$ cat src/hw/rtl/irtp_pkg.sv
// ----------------------------------------------------------------------------
// irtp_pkg
// Shared types and constants of the two-point IR tracker.
// ----------------------------------------------------------------------------
package irtp_pkg;

	localparam int unsigned CfgIdxW = 2;

	typedef enum logic [CfgIdxW-1:0] {
		REG_RADIUS   = 2'd0,
		REG_MAX_SAMP = 2'd1,
		REG_MIN_SAMP = 2'd2,
		REG_WEIGHT   = 2'd3
	} cfg_reg_t;

	typedef struct packed {
		logic       start;
		logic       signed_op;
		logic [5:0] num_w;
	} div_req_t;

	typedef enum logic [4:0] {
		ST_IDLE,
		ST_SEL,
		ST_PAIR,
		ST_FIX,
		ST_MX_DIV,
		ST_MX_WAIT,
		ST_MY_DIV,
		ST_MY_WAIT,
		ST_MEAN,
		ST_BX_DIV,
		ST_BX_WAIT,
		ST_BY_DIV,
		ST_BY_WAIT,
		ST_OUT,
		ST_HOLD
	} state_t;

endpackage

$ cat src/hw/rtl/irtp_div.sv
// ----------------------------------------------------------------------------
// irtp_div
// Restoring divider, one quotient bit per cycle, truncates toward zero.
// ----------------------------------------------------------------------------
module irtp_div (
	input  logic                clk,
	input  logic                arst_n,
	input  logic                start,
	input  logic signed [31:0]  num,
	input  logic        [8:0]   den,
	output logic                done,
	output logic signed [31:0]  quo
);
	import irtp_pkg::*;

	logic [31:0] rem_q;
	logic [31:0] q_q;
	logic [5:0]  cnt_q;
	logic        busy_q;
	logic        neg_q;
	logic [8:0]  den_q;
	logic [31:0] trial;
	logic [31:0] shifted;

	assign shifted = {rem_q[30:0], q_q[31]};
	assign trial   = shifted - {23'd0, den_q};

	always_ff @(posedge clk or negedge arst_n) begin
		if (!arst_n) begin
			busy_q <= 1'b0;
			done   <= 1'b0;
			cnt_q  <= '0;
		end else begin
			done <= 1'b0;
			if (start) begin
				busy_q <= 1'b1;
				cnt_q  <= 6'd32;
			end else if (busy_q) begin
				cnt_q <= cnt_q - 6'd1;
				if (cnt_q == 6'd1) begin
					busy_q <= 1'b0;
					done   <= 1'b1;
				end
			end
		end
	end

	always_ff @(posedge clk) begin
		if (start) begin
			neg_q <= num[31];
			q_q   <= num[31] ? 32'(-num) : 32'(num);
			rem_q <= '0;
			den_q <= den;
		end else if (busy_q) begin
			if (!trial[31]) begin
				rem_q <= trial;
				q_q   <= {q_q[30:0], 1'b1};
			end else begin
				rem_q <= shifted;
				q_q   <= {q_q[30:0], 1'b0};
			end
		end
	end

	assign quo = neg_q ? -$signed(q_q) : $signed(q_q);
endmodule

$ cat config.mk
export PLATFORM = sky130hd
export DESIGN_NAME = irtp_div
export DESIGN_NICKNAME = d
export VERILOG_FILES = /design/src/hw/rtl/irtp_pkg.sv /design/src/hw/rtl/irtp_div.sv
export SDC_FILE = /design/constraint.sdc
export NUM_CORES = 1
export LEC_CHECK = 0
export ABC_AREA = 1
export BUFFER_PORTS_ARGS = -buffer_cell sky130_fd_sc_hd__buf_4
export CORE_MARGIN = 2
export CORE_UTILIZATION = 40
export DETAILED_ROUTE_END_ITERATION = 7
export SLEW_MARGIN = 20
export SYNTH_ARGS = -nofsm -noshare
export SYNTH_HDL_FRONTEND = slang
export SYNTH_SLANG_ARGS = --single-unit
$ cat constraint.sdc
create_clock -name clk -period 3.1 [get_ports clk]
set_clock_uncertainty 0.05 [all_clocks]
set_input_delay 0.93 -clock clk [delete_from_list [all_inputs] [get_ports clk]]
set_output_delay 0.93 -clock clk [all_outputs]
set_load 0.05 [all_outputs]
==> impl_metrics.py <==
metrics = {
    "run_status": {
        "outcome": "complete, but fails checks",
        "violations": "setup timing",
    },
    "power_and_ir_drop": {
        "vdd_drop_max_mv": 0.4002,
        "leakage_nw": 4.094,
        "pwr_density_cell_nw_per_um2": 706.2,
    },
    "setup_path": {
        "cpMaxStageDelayCell": "edfxtp_1",
        "required_ns": 2.12,
        "timing.rr.start": "q_q[31]",
        "cp.arrival_ns": 2.18,
        "crit_buf_inv": 3,
        "reg2reg_depth": 16,
        "critPathLaunchType": "flop",
        "path_max_fanout": 4,
        "critPathKind": "reg2out",
        "critPathTopFamily": "simple AND/OR/NAND/NOR gates",
        "worstPathCellList": "inv_2, ha_4, nand3_4, nor2_4, nand4_1, nor2_4, buf_4, a21oi_2, xor2_1, buf_4",
        "critPathCaptureType": "primary output",
        "r2r_slack_ns": 0.71,
        "worstReg2RegEnd": "rem_q[16]",
        "cpPeakStageDelay_ns": 0.40,
    },
    "global_routing": {
        "grt_pass1_vias": 6351,
        "grt_first_pass_wirelength_um": 30920,
        "grt_start_max_net_pins": 36,
        "antenna_found_initial": 0,
        "grt_usage": 0.2161,
        "overflow": 0,
    },
    "logic_synthesis": {
        "synth_warnings": 0,
        "synth_cells": 1073,
        "synth_seq_cells": 81,
        "synth_edf_count": 42,
        "synth_nets": 1131,
        "ys.flop_type": "edfxtp_1",
        "yosysSeqAreaShare": 0.3114,
        "yosys.area.top_type_share": 0.2263,
        "synth_cell_types": 38,
        "async_reset_ff_frac": 0.09877,
        "syn_avg_cell_area_um2": 6.230,
        "synth_top_cell_by_area": "nand2_1",
        "synthTopCellsByArea": "nand2_1, edfxtp_1, dfxtp_1",
        "syn_area_um2": 6685,
    },
    "floorplan": {
        "boundaryPins": 77,
        "start_util": 0.4060,
        "die_x_um": 133.3,
        "dieArea_um2": 17760,
        "core-area_um2": 16470,
        "row_count": 47,
        "chipHeight_um": 133.3,
    },
    "placement": {
        "io_buffers": 76,
        "placedCellCount": 1353,
        "gp_congestion": 0.9464,
        "post-dp-hpwl_um": 14280,
    },
    "sta": {
        "rsz0062_at_grt": "true",
        "hold_viol": 0,
        "min_period_ns": 3.165,
        "drv_slew": 0,
        "slew_headroom": 0.6071,
        "finalCritPeriodShare": 1.021,
        "finalSetupViolCount": 7,
        "fin_tns_setup_ns": -0.2185,
        "max_freq_ghz": 0.3160,
        "fin_ws_ns": -0.06485,
        "tightest_slew_ns": 0.5893,
    },
    "routing": {
        "final_antenna_net_count": 0,
        "dr_total_vias": 6885,
        "wl_um": 18870,
        "vias_per_cell": 4.964,
        "drtIter0Drc": 443,
        "drc_errors": 0,
        "routedWlPerCell_um": 13.60,
        "dr.pass1.iters": 5,
    },
    "cts": {
        "clk_pin_slew_ns": 0.07,
        "cts_root_buffer": "clkbuf_16",
        "postCtsHoldBufs": 0,
        "cts_tree": "yes",
        "cts_htree_levels": 3,
        "clock_sinks": 81,
        "cts_made_buffers": 9,
        "clockBufferDepth": 2,
        "clk-insertion-delay-late_ns": 0.35,
    },
    "finish": {
        "area_delta_synth_final_pct": 21.58,
        "antenna_cells": 0,
        "utilization": 0.4936,
        "fin_cells": 1387,
        "drive_above_1_share": 0.1671,
        "nets": 1220,
    },
    "job": {
        "drv_cap": 0,
    },
    "min_path": {
        "worst_hold_path_type": "in2async",
    },
}
-- stage by stage --
step	setup WS [ns]	power, mW	instance area (µm²)	hold slack [ns]
2_1_floorplan	0.01965	3.829	6700	0.3978
3_3_place_gp	0.1333	4.540	7508	0.4157
3_5_place_dp	0.09231	4.563	7508	0.4199
4_1_cts	-0.1146	5.684	7928	0.3213
5_1_grt	-0.2007	6.232	8128	0.3326
6_report	-0.06485	5.740	8128	0.3341
-- synth_stat cells, types with 4 or more instances --
master    count
nand2_2       7
a21oi_1      16
nand4_1      27
xnor2_1       7
inv_2        11
nor3_1       12
dfxtp_1      31
ha_1         13
nand2_1     403
nand3b_1      9
edfxtp_1     42
clkbuf_1     17
nor2_1      109
nor4_1        4
dfrtp_1       8
xor2_1       38
inv_1       126
o21ai_0      50
buf_2         7
nand3_1     102
-- cell families (layout without fill, tap and decap cells) --
| kind of cell | count (synthesis) | count (layout) | share of synthesized area |
|---|---|---|---|
| adder cells (fa/ha/maj) | 14 | 14 | 0.02733 |
| buffers and inverters | 167 | 261 | 0.09901 |
| flip-flops | 81 | 81 | 0.3114 |
| AO/OA/AOI/OAI | 78 | 78 | 0.06158 |
| AND/OR/NAND/NOR | 688 | 688 | 0.4417 |
| XOR/XNOR | 45 | 45 | 0.05896 |
-- what timing repair did --
action                                  in CTS  in global routing
endpoints found under the setup margin      16                 24
gates resized for setup                     25                 29
buffers inserted                             7                 11
pin swaps                                   12                 12
-- cell usage in the layout, fill, tap and decap left out, drive strengths merged, types with 3 or more instances in the layout --
cell,netlist,layout
o22ai,3,3
o31ai,3,3
a21oi,16,16
nand3,103,103
nand2,413,413
nor2,115,115
o21ai,52,52
ha,13,13
clkbuf,17,10
nand3b,9,9
nand4,28,28
xnor2,7,7
dfrtp,8,8
inv,137,140
dfxtp,31,31
nor4,4,4
a31oi,3,3
nor3,13,13
buf,13,108
edfxtp,42,42
xor2,38,38
-- worst max path at each step --
| stage | startpoint | to | slack, ns | cells after the start |
|---|---|---|---|---|
| final | q_q[1] | quo[16] | -0.06 | 10 |
| after global routing | q_q[3] | quo[17] | -0.20 | 9 |
| after CTS | q_q[1] | quo[22] | -0.11 | 10 |
| after detailed placement | q_q[0] | quo[22] | 0.09 | 10 |
| after global placement | q_q[0] | quo[22] | 0.13 | 10 |
| after floorplan | q_q[0] | quo[18] | 0.02 | 9 |
-- routing by layer --
layer	wire length (µm)	up-vias	GRT usage
met5	0	-	0
met4	337	0	0.06442
met3	1023	25	0.02968
met2	8574	179	0.3448
met1	8934	3094	0.3055
li1	-	3587	-
-- final cells by class --
cell class                      instances  area (µm²)
Multi-Input combinational cell        825        4109
Sequential cell                        81        2082
Tap cell                              220       275.3
Timing Repair Buffer                  108       860.8
Clock buffer                           10       239.0
Inverter                              137       514.2
Fill cell                            1748        8338
Clock inverter                          6       47.55
-- worst register-to-register path, stage by stage, from the launching register on --
cell      delay (ns)
edfxtp_1        0.41
inv_1           0.09
ha_1            0.23
fa_1            0.41
inv_1           0.10
nand3_1         0.07
nand3_1         0.21
nand2_1         0.08
nand2_1         0.16
nand2_1         0.10
nand2_1         0.07
nand2_1         0.05
nand2_1         0.07
nand2_1         0.06
nand2_1         0.07
nand2_1         0.04
nand2_1         0.06
-- power by group --
group | switching [mW] | internal [mW]
Sequential | 0.223 | 1.35
Clock | 0.476 | 0.573
Combinational | 2.06 | 1.06
Total | 2.76 | 2.98
-- state kept, by name (all words and copies together) (netlist names) --
register	flops
q_q	32
rem_q	31
den_q	9
cnt_q	6
busy_q	1
done	1
neg_q	1
No activity file was read; power rests on OpenSTA's default activity.
